### src/hw/rtl/slce_pkg.sv
// ----------------------------------------------------------------------------
// Sound log command encoder package
// Shared types and constants for the controller and the datapath.
// ----------------------------------------------------------------------------
package slce_pkg;

    // Field widths.
    localparam int unsigned VerW   = 2;
    localparam int unsigned PartW  = 7;
    localparam int unsigned ByteW  = 8;
    localparam int unsigned CountW = 32;
    localparam int unsigned InW    = 56;   // 55 bits of fields, padded to whole bytes

    // Request kinds carried in tuser.
    localparam logic REQ_WRITE = 1'b0;
    localparam logic REQ_WAIT  = 1'b1;

    // Command byte constants.
    localparam logic [ByteW-1:0] BYTE_WAIT_ONE  = 8'hff;
    localparam logic [ByteW-1:0] BYTE_WAIT_LONG = 8'hfe;
    localparam logic [ByteW-1:0] VARINT_MORE    = 8'h80;
    localparam logic [6:0]       VARINT_MASK    = 7'h7f;
    localparam logic [CountW-1:0] WAIT_BIAS     = 32'd2;
    localparam logic [VerW-1:0]  VER_SHORT_WAIT = 2'd1;
    localparam logic [VerW-1:0]  VER_RESET      = 2'd3;

    // Byte selector codes from the controller to the datapath.
    localparam logic [2:0] SEL_PART   = 3'd0;
    localparam logic [2:0] SEL_ADDR   = 3'd1;
    localparam logic [2:0] SEL_VAL    = 3'd2;
    localparam logic [2:0] SEL_HDR    = 3'd3;
    localparam logic [2:0] SEL_SHORT  = 3'd4;
    localparam logic [2:0] SEL_VARINT = 3'd5;

    // Controller to datapath commands.
    typedef struct packed {
        logic       load;   // capture the accepted item
        logic       emit;   // write a byte into the output register
        logic [2:0] sel;    // which byte to form
        logic       shift;  // drop the varint digit just sent
    } t_dp_cmd;

    // Datapath to controller status.
    typedef struct packed {
        logic wait_one;    // the held wait is a single tick
        logic ver_short;   // single-byte wait encoding is selected
        logic var_done;    // no varint digits remain after the current one
    } t_dp_sts;

endpackage

### src/hw/rtl/slce_ctrl.sv
// ----------------------------------------------------------------------------
// Sound log command encoder controller
// Steps through the bytes of one command and runs the input and output handshakes.
// ----------------------------------------------------------------------------
module slce_ctrl (
    input  logic                 i_clk,
    input  logic                 i_rst_n,
    input  logic                 i_in_valid,
    input  logic                 i_in_req_type,
    output logic                 o_in_ready,
    input  logic                 i_out_ready,
    output logic                 o_out_valid,
    input  slce_pkg::t_dp_sts    i_sts,
    output slce_pkg::t_dp_cmd    o_cmd
);

    localparam logic [2:0] ST_IDLE   = 3'd0;
    localparam logic [2:0] ST_PART   = 3'd1;
    localparam logic [2:0] ST_ADDR   = 3'd2;
    localparam logic [2:0] ST_VAL    = 3'd3;
    localparam logic [2:0] ST_HDR    = 3'd4;
    localparam logic [2:0] ST_SHORT  = 3'd5;
    localparam logic [2:0] ST_VARINT = 3'd6;

    logic [2:0] r_state;
    logic [2:0] n_state;
    logic       r_out_valid;
    logic       n_out_valid;
    logic       slot_free;
    logic       accept;

    // The output register can take a byte when empty or being drained.
    assign slot_free  = !r_out_valid || i_out_ready;
    assign o_in_ready = (r_state == ST_IDLE);
    assign accept     = i_in_valid && o_in_ready;

    // Next state and datapath commands.
    always_comb begin
        n_state     = r_state;
        o_cmd       = '0;
        o_cmd.load  = accept;
        o_cmd.sel   = slce_pkg::SEL_PART;
        case (r_state)
            ST_IDLE: begin
                if (accept) begin
                    n_state = (i_in_req_type == slce_pkg::REQ_WAIT) ? ST_HDR : ST_PART;
                end
            end
            ST_PART: begin
                o_cmd.sel = slce_pkg::SEL_PART;
                if (slot_free) begin
                    n_state = ST_ADDR;
                end
            end
            ST_ADDR: begin
                o_cmd.sel = slce_pkg::SEL_ADDR;
                if (slot_free) begin
                    n_state = ST_VAL;
                end
            end
            ST_VAL: begin
                o_cmd.sel = slce_pkg::SEL_VAL;
                if (slot_free) begin
                    n_state = ST_IDLE;
                end
            end
            ST_HDR: begin
                o_cmd.sel = slce_pkg::SEL_HDR;
                if (slot_free) begin
                    if (i_sts.wait_one) begin
                        n_state = ST_IDLE;
                    end else if (i_sts.ver_short) begin
                        n_state = ST_SHORT;
                    end else begin
                        n_state = ST_VARINT;
                    end
                end
            end
            ST_SHORT: begin
                o_cmd.sel = slce_pkg::SEL_SHORT;
                if (slot_free) begin
                    n_state = ST_IDLE;
                end
            end
            ST_VARINT: begin
                o_cmd.sel   = slce_pkg::SEL_VARINT;
                o_cmd.shift = slot_free;
                if (slot_free && i_sts.var_done) begin
                    n_state = ST_IDLE;
                end
            end
            default: begin
                n_state = ST_IDLE;
            end
        endcase
        o_cmd.emit = (r_state != ST_IDLE) && slot_free;
    end

    // Output valid: set by each new byte, cleared when a transfer drains it.
    always_comb begin
        n_out_valid = r_out_valid;
        if (o_cmd.emit) begin
            n_out_valid = 1'b1;
        end else if (i_out_ready) begin
            n_out_valid = 1'b0;
        end
    end

    always_ff @(posedge i_clk) begin
        if (!i_rst_n) begin
            r_state     <= ST_IDLE;
            r_out_valid <= 1'b0;
        end else begin
            r_state     <= n_state;
            r_out_valid <= n_out_valid;
        end
    end

    assign o_out_valid = r_out_valid;

endmodule

### src/hw/rtl/slce_dp.sv
// ----------------------------------------------------------------------------
// Sound log command encoder datapath
// Holds the item, the version register and the output byte register.
// ----------------------------------------------------------------------------
module slce_dp (
    input  logic                              i_clk,
    input  logic                              i_rst_n,
    input  logic                              i_cfg_wr_en,
    input  logic [slce_pkg::VerW-1:0]         i_cfg_wr_data,
    input  logic [slce_pkg::InW-1:0]          i_in_data,
    input  slce_pkg::t_dp_cmd                 i_cmd,
    output slce_pkg::t_dp_sts                 o_sts,
    output logic [slce_pkg::ByteW-1:0]        o_out_byte,
    output logic                              o_out_last
);

    logic [slce_pkg::VerW-1:0]   r_version;
    logic [slce_pkg::PartW-1:0]  r_part;
    logic [slce_pkg::ByteW-1:0]  r_addr;
    logic [slce_pkg::ByteW-1:0]  r_val;
    logic [slce_pkg::CountW-1:0] r_cnt;
    logic                        r_wait_one;
    logic [slce_pkg::ByteW-1:0]  r_byte;
    logic                        r_last;
    logic [slce_pkg::ByteW-1:0]  n_byte;
    logic                        n_last;
    logic [slce_pkg::CountW-1:0] in_count;
    logic                        var_done;

    assign in_count = i_in_data[54:23];
    assign var_done = (r_cnt[slce_pkg::CountW-1:7] == '0);

    // Format version register; user must write it in idle, unchecked.
    always_ff @(posedge i_clk) begin
        if (!i_rst_n) begin
            r_version <= slce_pkg::VER_RESET;
        end else if (i_cfg_wr_en) begin
            r_version <= i_cfg_wr_data;
        end
    end

    // Item capture and varint digit shift.
    always_ff @(posedge i_clk) begin
        if (i_cmd.load) begin
            r_part     <= i_in_data[6:0];
            r_addr     <= i_in_data[14:7];
            r_val      <= i_in_data[22:15];
            r_cnt      <= in_count - slce_pkg::WAIT_BIAS;
            r_wait_one <= (in_count == 32'd1);
        end else if (i_cmd.shift) begin
            r_cnt <= r_cnt >> 7;
        end
    end

    // Form the next command byte and its last flag.
    always_comb begin
        n_byte = {1'b0, r_part};
        n_last = 1'b0;
        case (i_cmd.sel)
            slce_pkg::SEL_PART: begin
                n_byte = {1'b0, r_part};
            end
            slce_pkg::SEL_ADDR: begin
                n_byte = r_addr;
            end
            slce_pkg::SEL_VAL: begin
                n_byte = r_val;
                n_last = 1'b1;
            end
            slce_pkg::SEL_HDR: begin
                n_byte = r_wait_one ? slce_pkg::BYTE_WAIT_ONE : slce_pkg::BYTE_WAIT_LONG;
                n_last = r_wait_one;
            end
            slce_pkg::SEL_SHORT: begin
                n_byte = r_cnt[slce_pkg::ByteW-1:0];
                n_last = 1'b1;
            end
            slce_pkg::SEL_VARINT: begin
                n_byte = {1'b0, r_cnt[6:0] & slce_pkg::VARINT_MASK}
                         | (var_done ? 8'h00 : slce_pkg::VARINT_MORE);
                n_last = var_done;
            end
            default: begin
                n_byte = {1'b0, r_part};
                n_last = 1'b0;
            end
        endcase
    end

    // Output byte register; its valid flag lives in the controller.
    always_ff @(posedge i_clk) begin
        if (i_cmd.emit) begin
            r_byte <= n_byte;
            r_last <= n_last;
        end
    end

    assign o_sts.wait_one  = r_wait_one;
    assign o_sts.ver_short = (r_version == slce_pkg::VER_SHORT_WAIT);
    assign o_sts.var_done  = var_done;
    assign o_out_byte      = r_byte;
    assign o_out_last      = r_last;

endmodule

### src/hw/rtl/sound_log_command_encoder_unit.sv
// ----------------------------------------------------------------------------
// Sound log command encoder
// Turns register write and wait events into a register-dump byte stream.
// ----------------------------------------------------------------------------
// The first byte of a command goes to the output byte register once the sequencer
//   leaves idle. Throughput: one byte per cycle within a command unless the output
//   stalls; a new item is taken only in idle, after 3 bytes per write or 1 to 6 per wait.
// Reset: synchronous, active low; clears the sequencer and output valid and
//   sets the format version to 3.
module sound_log_command_encoder_unit (
    input  logic                          i_clk,
    input  logic                          i_rst_n,
    input  logic                          i_cfg_wr_en,
    input  logic [slce_pkg::VerW-1:0]     i_cfg_wr_data,  // format_version
    input  logic                          s_axis_tvalid,
    output logic                          s_axis_tready,
    // part_index[6:0], reg_addr[14:7], reg_value[22:15], sync_count[54:23], zero pad
    input  logic [slce_pkg::InW-1:0]      s_axis_tdata,
    input  logic                          s_axis_tuser,   // req_type
    output logic                          m_axis_tvalid,
    input  logic                          m_axis_tready,
    output logic [slce_pkg::ByteW-1:0]    m_axis_tdata,   // out_byte
    output logic                          m_axis_tlast    // last
);

    slce_pkg::t_dp_cmd cmd;
    slce_pkg::t_dp_sts sts;

    // Byte sequencer and output handshake.
    slce_ctrl u_ctrl (
        .i_clk         (i_clk),
        .i_rst_n       (i_rst_n),
        .i_in_valid    (s_axis_tvalid),
        .i_in_req_type (s_axis_tuser),
        .o_in_ready    (s_axis_tready),
        .i_out_ready   (m_axis_tready),
        .o_out_valid   (m_axis_tvalid),
        .i_sts         (sts),
        .o_cmd         (cmd)
    );

    // Item registers and byte formation.
    slce_dp u_dp (
        .i_clk         (i_clk),
        .i_rst_n       (i_rst_n),
        .i_cfg_wr_en   (i_cfg_wr_en),
        .i_cfg_wr_data (i_cfg_wr_data),
        .i_in_data     (s_axis_tdata),
        .i_cmd         (cmd),
        .o_sts         (sts),
        .o_out_byte    (m_axis_tdata),
        .o_out_last    (m_axis_tlast)
    );

    // A new item is never captured while a byte is being formed.
    assert property (@(posedge i_clk) disable iff (!i_rst_n) cmd.load |-> !cmd.emit)
        else $error("item load overlapped a byte emit");

    // The varint digit only shifts out together with its own byte.
    assert property (@(posedge i_clk) disable iff (!i_rst_n)
        cmd.shift |-> (cmd.emit && cmd.sel == slce_pkg::SEL_VARINT))
        else $error("varint shift without a varint byte");

    // After a capture the sequencer is busy on the next cycle.
    assert property (@(posedge i_clk) disable iff (!i_rst_n) cmd.load |=> !s_axis_tready)
        else $error("input ready right after an item capture");

    // Every emitted byte is offered on the output.
    assert property (@(posedge i_clk) disable iff (!i_rst_n) cmd.emit |=> m_axis_tvalid)
        else $error("emitted byte not presented on the output");

endmodule

### config.mk
export PLATFORM = sky130hd
export DESIGN_NAME = sound_log_command_encoder_unit
export DESIGN_NICKNAME = d
export VERILOG_FILES = /design/src/hw/rtl/slce_pkg.sv /design/src/hw/rtl/slce_ctrl.sv /design/src/hw/rtl/slce_dp.sv /design/src/hw/rtl/sound_log_command_encoder_unit.sv
export SDC_FILE = /design/constraint.sdc
export NUM_CORES = 1
export LEC_CHECK = 0
export ABC_AREA = 1
export BUFFER_PORTS_ARGS = -buffer_cell sky130_fd_sc_hd__buf_4
export CAP_MARGIN = 0
export CORE_ASPECT_RATIO = 0.6
export CORE_MARGIN = 4
export CORE_UTILIZATION = 35
export CTS_BUF_LIST = sky130_fd_sc_hd__clkbuf_16
export DETAILED_ROUTE_END_ITERATION = 10
export GPL_TIMING_DRIVEN = 0
export MAX_ROUTING_LAYER = met4
export PLACE_DENSITY = 0.6
export SLEW_MARGIN = 15
export SYNTH_ARGS = -nofsm -noshare
export SYNTH_HDL_FRONTEND = slang
export SYNTH_SLANG_ARGS = --single-unit
### constraint.sdc
create_clock -name i_clk -period 5.1 [get_ports i_clk]
set_clock_uncertainty 0.15 [all_clocks]
set_input_delay 1.02 -clock i_clk [delete_from_list [all_inputs] [get_ports i_clk]]
set_output_delay 1.02 -clock i_clk [all_outputs]
set_load 0.1 [all_outputs]
* Word level (Yosys, flattened, before mapping) *
Index checks and enable logic that the tools add are counted.

operators by class
  add/subtract/negate cells = 1
  equal/unequal tests = 19
  multiplexer cells = 20
  bitwise logic cells = 1
  reduce and logical (&&, ||, !) cells = 13

operator list
  operator                 number
  $mux W32                 2
  $pmux W8 S5              1
  $eq A32 B1 Y1 const B    1
  $sub A32 B2 Y32 const B  1
  $logic_not A25 Y1        1
  $mux W3                  8
  $pmux W3 S6              1
  $eq A3 B3 Y1 const B     5
  $pmux W3 S5              1
  $eq A3 B2 Y1 const B     4
  $ne A2 B1 Y1 const B     5
  $mux W8                  1
  $or A7 B8 Y8             1
  $eq A3 B1 Y1 const B     2
  $reduce_and A6 Y1        1
  $mux W1                  4
  $reduce_bool A2 Y1       2
  $reduce_or A2 Y1         2
  $logic_and A1 B1 Y1      3
  $logic_not A3 Y1         1
  $pmux W1 S3              1
  $reduce_bool A3 Y1       1
  $eq A2 B1 Y1 const B     1
  $mux W2                  1
  3 further kinds          3

word-level totals
  bits in registers = 71
  input bits = 64
  output and inout bits = 11
  word-level logic and storage cells = 64

* Depth between registers and ports, before layout *
Gate-level depths: netlist of run 1.

  word-level depth = 5
  gate-level depth with buffers = 10
  mapped depth without buffers = 10

* Cells and area by module *
A second synthesis of run 1 with hierarchy kept.

second synthesis, totals
  cell total of the unflattened synthesis = 486
  area total of the unflattened synthesis = 4007.6 µm²

by module, submodules not included
  module     times used  cells each  area each (µm²)  seq. area each (µm²)
  slce_dp    1           426         3651.0           1991.9
  slce_ctrl  1           60          356.6            80.1

* Worst setup path after synthesis of run 1 *
OpenSTA, ideal clock, no wires.

  path kind = input-to-reg
  start point = in m_axis_tready
  end point = reg u_dp.r_cnt[0] in the netlist's numbering (enable)
  setup time = 466 ps
  arrival time = 3437 ps
  data required time = 4484 ps
  slack = 1047 ps
  stages on the path = 3
  path buffers = 0
  cells stage by stage = or2_2 inv_1 o21ai_0

on the way
  word-level cells in the longest chain between the ends = 3

RTL lines
  element                       RTL line                              text
  start: declaration            sound_log_command_encoder_unit.sv:21  input logic m_axis_tready,
  $logic_or A1 B1 Y1            slce_ctrl.sv:33                       assign slot_free = !r_out_valid || i_out_ready;
  $mux W1                       slce_ctrl.sv:43                       case (r_state)
  $reduce_bool A2 Y1 (no line)  --
  end signal: assignment        slce_dp.sv:48                         r_cnt <= in_count - slce_pkg::WAIT_BIAS;
  end signal: assignment        slce_dp.sv:51                         r_cnt <= r_cnt >> 7;
  end: declaration              slce_dp.sv:21                         logic [slce_pkg::CountW-1:0] r_cnt;

Every way passes these cells.
A chain may end at the register's enable or synchronous reset.

* Worst setup path in the final report of run 1 *
  start point = reg u_ctrl.r_state[0]
  end point = out s_axis_tready

on the way
  word-level cells in the longest chain between the ends = 1

RTL lines
  element                   RTL line                              text
  start: declaration        slce_ctrl.sv:25                       logic [2:0] r_state;
  start signal: assignment  slce_ctrl.sv:114                      r_state <= n_state;
  $logic_not A3 Y1          slce_ctrl.sv:34                       assign o_in_ready = (r_state == ST_IDLE);
  end: declaration          sound_log_command_encoder_unit.sv:16  output logic s_axis_tready,

Every way passes these cells.

==> results.json, run 1 <==
{
  "design.core.area_sq_mm": 0.0107,
  "timing.final.hold_violations": 0,
  "achievable_freq_mhz": 387,
  "mappedNetlistArea_sq_mm": 0.00385,
  "post_drt_via_cell_ratio": 4.92,
  "cts_resized": 0,
  "setup.worst_path.start_class": "register",
  "drt_iter0_drc": 336,
  "total_of_max_cap_violations": 0,
  "timing.reg2reg.setup_slack_ns": 2.96,
  "r2r_start": "u_ctrl.r_state[0]$_SDFFE_PN0P_",
  "number_of_logic_stages_on_the_critical_path_including_buffering": 4,
  "cellPowerDensity_mw_per_mm2": 574,
  "cts_buffers": 9,
  "clk_lat_worst_skew_ns": 0.33,
  "clkSinkCount": 71,
  "min_period_over_period_pct": 50.7,
  "vias_in_the_first_global_route": 3126,
  "critical_path_class": "reg2out",
  "critical_path.slowest_cell": "sky130_fd_sc_hd__dfxtp_1",
  "postLayoutCoreUtil_pct": 45.6,
  "cp_cell_sequence": "nor2_2 -> nand2_2 -> inv_2 -> buf_4",
  "cts-root-buf": "sky130_fd_sc_hd__clkbuf_16",
  "layout-area-overhead-vs-synth_pct": 26.4,
  "crit-reg2reg-capture": "u_dp.r_cnt[22]$_DFFE_PP_",
  "die-height_microns": 89.3,
  "synth.ff_latch_count": 71,
  "postSynthAreaPerCell_sq_um": 8.50,
  "worst_hold_startpoint": "u_dp.r_version[0]$_SDFFE_PN1P_",
  "worst-endpoint-arrival_ns": 1.42,
  "io_pins": 75,
  "synth_warnings": 0,
  "clock_tree_from_tritoncts": "built",
  "max_slew_vio_count": 0,
  "gr-usage-all-layers_pct": 17.3,
  "worstSetupEndpointType": "output port",
  "post-route-drc-count": 0,
  "antenna-diode-count": 0,
  "grt_overflow_total": 0,
  "route.final.wire_length_microns": 10300,
  "vdd_ir_drop_max_uv": 537,
  "final_net_count": 603,
  "hp-class": "reg2reg",
  "timing.max_slew.rel_slack_pct": 61.9,
  "critical_path_buf_inv_count": 2,
  "number_of_i_o_port_buffers": 73,
  "worst_r2r_path_depth": 8,
  "cts_post_setup_buffers_inserted": 0,
  "routabilityCongestion": 0.899,
  "power_leakage_nw": 2.06,
  "worstHoldPathCells": 2,
  "clkTransAtPathRegs_ns": 0.05,
  "final_setup_violation_count": 0,
  "timing.critical_path.slowest_cell_delay_ns": 0.38,
  "clockBufferDepth": 2,
  "synthCells": 453,
  "floorplan.die_area_sq_mm": 0.0128,
  "crit_end": "s_axis_tready",
  "cp_top_family": "buffers and inverters",
  "setup-tns-final_ns": 0,
  "row_count": 29,
  "avgRoutedWirePerCell_microns": 15.1,
  "synth.lib_cells_used.distinct": 34,
  "run_status": "finished clean",
  "starting_utilization_of_the_core_area_pct": 36.1,
  "critical_path.max_fanout": 6,
  "grt_first_pass_wirelength_microns": 16300,
  "layout.cells.most_common": "sky130_fd_sc_hd__nand2_1",
  "worst-slew-pin-transition_ns": 0.570,
  "syn_nets": 518,
  "final.min_clock_period_ns": 2.59,
  "antenna_left": 0,
  "grt_antenna_before_repair": 0,
  "drive_gt1_share_pct": 20.7,
  "rsz0062_at_grt": "no",
  "hold_buffers": 0,
  "required_ns": 3.93,
  "chipWidth_microns": 143,
  "pin_count_of_the_biggest_net_entering_global_routing": 34,
  "clock_tree.htree_level_count": 3,
  "layout_common_cells": "sky130_fd_sc_hd__nand2_1 (124), sky130_fd_sc_hd__nor2_1 (79), sky130_fd_sc_hd__buf_4 (75), sky130_fd_sc_hd__edfxtp_1 (65), sky130_fd_sc_hd__inv_1 (51)",
  "startpoint": "u_ctrl.r_state[0]$_SDFFE_PN0P_",
  "total_vias_in_the_final_route": 3350,
  "1st_pass_router_iterations": 5,
  "place_hpwl_microns": 8200,
  "synth_sequential_area_ratio_pct": 53.8
}
[flip-flops by register name, summed over array words and instances (netlist names)]
name and cells:
u_dp.r_addr 8, u_ctrl.o_out_valid 1, u_dp.r_cnt 32, u_dp.r_wait_one 1, u_dp.o_out_last 1, u_dp.r_val 8
u_ctrl.r_state 3, u_dp.r_version 2, u_dp.o_out_byte 8, u_dp.r_part 7
[cell type report]
| cell class | count | area, sq um |
|---|---|---|
| clock buffer | 9 | 225 |
| buffer | 6 | 41.3 |
| fill | 1093 | 5800 |
| tap | 139 | 174 |
| inverter | 54 | 205 |
| timing repair buffer | 74 | 576 |
| clock inverter | 6 | 31.3 |
| multi-input combinational | 322 | 1550 |
| sequential | 71 | 2070 |
[worst min-delay path, stage by stage, from the launching register on]
cell and delay [ns]:
sky130_fd_sc_hd__dfxtp_1 0.31, sky130_fd_sc_hd__inv_1 0.05, sky130_fd_sc_hd__o211ai_1 0.07
[per-layer routing]
| metal | vias to the layer above | routed length, microns | global-route usage (%) | part of all wire (%) |
|---|---|---|---|---|
| li1 | 1678 | - | - | - |
| met1 | 1507 | 5410 | 27.0 | 52 |
| met2 | 147 | 3780 | 21.7 | 37 |
| met3 | 18 | 936 | 4.06 | 9.1 |
| met4 | 0 | 187 | 5.21 | 1.8 |
| met5 | - | 0 | - | 0 |
[synthesized netlist by cell type (all sizes together)]
| master | count | area [sq um] |
|---|---|---|
| a221oi | 7 | 61.3 |
| nor4 | 1 | 21.3 |
| dfxtp | 6 | 120 |
| nand3b | 2 | 15.0 |
| o21ai | 30 | 150 |
| ha | 1 | 12.5 |
| xnor2 | 5 | 43.8 |
| nor2 | 82 | 320 |
| o21bai | 2 | 15.0 |
| o211ai | 3 | 27.5 |
| o2111ai | 2 | 17.5 |
| nand4 | 5 | 31.3 |
| inv | 54 | 205 |
| or2 | 5 | 31.3 |
| edfxtp | 65 | 1950 |
| a21oi | 9 | 45.0 |
| nor3 | 4 | 31.3 |
| o21a | 1 | 7.51 |
| nand3 | 29 | 145 |
| nand2 | 128 | 505 |
| buf | 6 | 41.3 |
| xor2 | 6 | 52.6 |
[worst min-delay path by stage]
stage                                     end  slack [ns]
6_report       u_dp.r_version[0]$_SDFFE_PN1P_        0.33
5_1_grt        u_dp.r_version[1]$_SDFFE_PN1P_        0.37
4_1_cts        u_dp.r_version[0]$_SDFFE_PN1P_        0.34
3_5_place_dp   u_dp.r_version[0]$_SDFFE_PN1P_        0.33
3_3_place_gp   u_dp.r_version[0]$_SDFFE_PN1P_        0.32
2_1_floorplan  u_dp.r_version[0]$_SDFFE_PN1P_        0.30
[logic make-up after synthesis]
group	share of synthesized area, %
and+or+nand+nor	28.6
AOI/OAI and AO/OA	8.41
adders and majority gates	0.325
buffers and inverters	6.40
DFF	53.8
xor gates and xnor gates	2.50
[where the power goes]
group / leakage, nW / total, mW / switching (mW) / internal [mW]
clock: 0.127 / 0.538 / 0.219 / 0.319
sequential: 0.669 / 1.02 / 0.0776 / 0.946
combinational: 1.27 / 1.23 / 0.902 / 0.333
total: 2.06 / 2.80 / 1.20 / 1.60
[metrics by stage]
step	cells	power (mW)	setup WS [ns]	hold WS [ns]	instance area [sq um]
after global placement	665	2.23	-0.0473	0.316	4570
after CTS	681	2.82	2.50	0.340	4870
after detailed placement	666	2.27	2.33	0.326	4610
after global routing	681	2.97	2.42	0.367	4870
final	681	2.80	2.51	0.329	4870
after floorplan	453	1.92	1.05	0.301	3850
Power figures use the tool's default switching activity.
==> run 2: changes to the inputs <==
- ABC_AREA: 1 -> 0
- clock period: 5.1 -> 2.4 ns (I/O delays scaled with it)
==> results.json, run 2 <==
{
  "number_of_i_o_port_buffers": 73,
  "worst-endpoint-arrival_ns": 2.37,
  "clkTransAtPathRegs_ns": 0.05,
  "postSynthAreaPerCell_sq_um": 10.7,
  "critical_path.max_fanout": 6,
  "critical_path_class": "in2reg",
  "synth.ff_latch_count": 71,
  "post_drt_via_cell_ratio": 5.09,
  "mappedNetlistArea_sq_mm": 0.00362,
  "run_status": "finished clean",
  "cp_top_family": "simple AND/OR/NAND/NOR gates",
  "timing.critical_path.mode_cell": "sky130_fd_sc_hd__buf_4",
  "vias_in_the_first_global_route": 2768,
  "chipWidth_microns": 139,
  "design_power_total_mw": 5.79,
  "power_leakage_nw": 1.71,
  "grt_antenna_before_repair": 0,
  "starting_utilization_of_the_core_area_pct": 36.3,
  "top_register": "u_dp.r_cnt",
  "setup.worst_path.start_class": "input port",
  "hp-class": "in2reg",
  "yosys_most_used_dff": "sky130_fd_sc_hd__edfxtp_1",
  "clock_tree.htree_level_count": 3,
  "design.core.area_sq_mm": 0.00995,
  "final.min_clock_period_ns": 2.32,
  "vdd_ir_drop_max_uv": 744,
  "antenna_left": 0,
  "grt_first_pass_wirelength_microns": 14400,
  "total_vias_in_the_final_route": 2861,
  "yosys.area.top_type": "sky130_fd_sc_hd__edfxtp_1",
  "drt_iter0_drc": 259,
  "layout.cells.most_common": "sky130_fd_sc_hd__buf_4",
  "hold_buffers": 0,
  "io_pins": 75,
  "layout_common_cells": "sky130_fd_sc_hd__buf_4 (75), sky130_fd_sc_hd__edfxtp_1 (65), sky130_fd_sc_hd__nand2_1 (53), sky130_fd_sc_hd__o21ai_0 (42), sky130_fd_sc_hd__nor2_1 (24)",
  "dominant_cells_by_area_after_synthesis": "sky130_fd_sc_hd__edfxtp_1 (54%), sky130_fd_sc_hd__o21ai_0 (6.0%), sky130_fd_sc_hd__nand2_1 (5.6%), sky130_fd_sc_hd__mux2i_1 (3.9%), sky130_fd_sc_hd__xor2_1 (3.6%)",
  "cp_cell_sequence": "buf_4 -> or4_2 -> nor4_4 -> buf_4 -> nand2_2 -> or4_1 -> nand2_1",
  "required_ns": 2.45,
  "cts-root-buf": "sky130_fd_sc_hd__clkbuf_16",
  "routabilityCongestion": 0.881,
  "synthCells": 337,
  "timing.critical_path.slowest_cell_delay_ns": 0.72,
  "route.final.wire_length_microns": 8990,
  "antenna-diode-count": 0,
  "drive_gt1_share_pct": 24.4,
  "final_net_count": 488,
  "worstSetupEndpointType": "register",
  "clkSinkCount": 71,
  "grt_overflow_total": 0,
  "synth_warnings": 0,
  "most_used_standard_cells_in_the_synthesized_netlist": "sky130_fd_sc_hd__edfxtp_1 (65), sky130_fd_sc_hd__nand2_1 (54), sky130_fd_sc_hd__o21ai_0 (43)",
  "layout-area-overhead-vs-synth_pct": 29.6,
  "post-route-drc-count": 0,
  "floorplan.die_area_sq_mm": 0.0121,
  "die-height_microns": 86.7,
  "postLayoutCoreUtil_pct": 47.1,
  "critical_path_buf_inv_count": 2,
  "clk_lat_worst_skew_ns": 0.33,
  "syn_nets": 402,
  "cellPowerDensity_mw_per_mm2": 1230,
  "pin_count_of_the_biggest_net_entering_global_routing": 34,
  "rsz0062_at_grt": "yes",
  "synth_edf_count": 65,
  "critical_path.slowest_cell": "sky130_fd_sc_hd__or4_2",
  "synth.lib_cells_used.distinct": 46,
  "final_setup_violation_count": 0,
  "largest_register_ff_count": 32,
  "cts_buffers": 9,
  "timing.max_slew.rel_slack_pct": 38.8,
  "1st_pass_router_iterations": 5,
  "timing.final.hold_violations": 0,
  "max_slew_vio_count": 0,
  "clock_tree_from_tritoncts": "built",
  "row_count": 28,
  "post-synth-top-area-fraction_pct": 54.0,
  "clockBufferDepth": 2,
  "most_frequent_cell_after_synthesis": "sky130_fd_sc_hd__edfxtp_1",
  "worst-slew-pin-transition_ns": 0.915,
  "synth_sequential_area_ratio_pct": 57.3,
  "n_fill_cell": 949,
  "min_period_over_period_pct": 96.8,
  "place_hpwl_microns": 6820,
  "async_set_or_reset_flop_fraction_in_the_synthesized_netlist_pct": 0,
  "avgRoutedWirePerCell_microns": 16.0,
  "total_of_max_cap_violations": 0,
  "achievable_freq_mhz": 431,
  "gr-usage-all-layers_pct": 15.9
}
## run 2: worst reg2reg max path: stages, from the launching register on
cell                       delay, ns
sky130_fd_sc_hd__dfxtp_1        0.31
sky130_fd_sc_hd__clkbuf_2       0.21
sky130_fd_sc_hd__nand2_1        0.12
sky130_fd_sc_hd__or2_2          0.36
sky130_fd_sc_hd__o21ai_2        0.69
## run 2: path summary, 6_finish.rpt
path | from | endpoint | slack, ns | cells after the start
max | s_axis_tdata[46] | u_dp.r_cnt[28]$_SDFFCE_PN0P_ | 0.08 | 7
min reg2reg | u_dp.r_version[0]$_SDFFE_PN1P_ | u_dp.r_version[0]$_SDFFE_PN1P_ | 0.33 | 2
max reg2reg | u_ctrl.r_state[2]$_SDFFE_PN0P_ | u_dp.r_cnt[27]$_SDFFCE_PN0P_ | 0.18 | 4
min | s_axis_tdata[14] | u_dp.r_addr[7]$_DFFE_PP_ | 0.17 | 1
## run 2: power by group
part	switching (mW)	leakage [nW]	internal, mW
Combinational	1.76	0.904	0.660
Clock	0.449	0.132	0.669
Sequential	0.209	0.670	2.04
## run 2: per-stage QoR
stage                     cells  area, sq um  setup WS [ns]  setup TNS (ns)  hold slack (ns)
final                       562         4690         0.0779               0            0.173
after global routing        562         4690        -0.0518         -0.0518            0.160
after CTS                   560         4650         0.0216               0            0.163
after detailed placement    545         4400         -0.557           -6.44            0.315
after global placement      545         4400         -0.491           -5.59            0.296
after floorplan             337         3680         -0.147           -4.75            0.281
## run 2: area by class of cell
class / instances / area (sq um) / share of cell area [%]
clock inverters: 6 / 22.5 / 0.481
clock buffers: 9 / 225 / 4.81
well taps: 135 / 169 / 3.60
multi-input cells: 246 / 1520 / 32.5
repair buffers: 75 / 563 / 12.0
inverters: 4 / 27.5 / 0.587
flip-flops and latches: 71 / 2070 / 44.2
plain buffers: 16 / 85.1 / 1.82
## run 2: routing by layer
metal / part of all wire [%] / track usage (%) / vias to the layer above
met5: 0 / - / -
met4: 0.85 / 4.00 / 0
met3: 6.0 / 4.96 / 9
met2: 40 / 20.6 / 81
met1: 53 / 23.6 / 1346
li1: - / - / 1425
## run 2: repair_timing
action / in CTS / in global routing
gates cloned: 0 / 1
buffers inserted: 0 / 2
setup endpoints to repair: 11 / 48
gates resized for setup: 1 / 3
pin swaps: 0 / 2
## run 2: cells by family after synthesis
logic type | share of synthesized area, %
flops | 57.3
fa+ha+maj | 0.346
compound gates | 11.2
buf+inv | 2.25
simple gates | 19.0
xor+xnor | 6.06
mux | 3.88
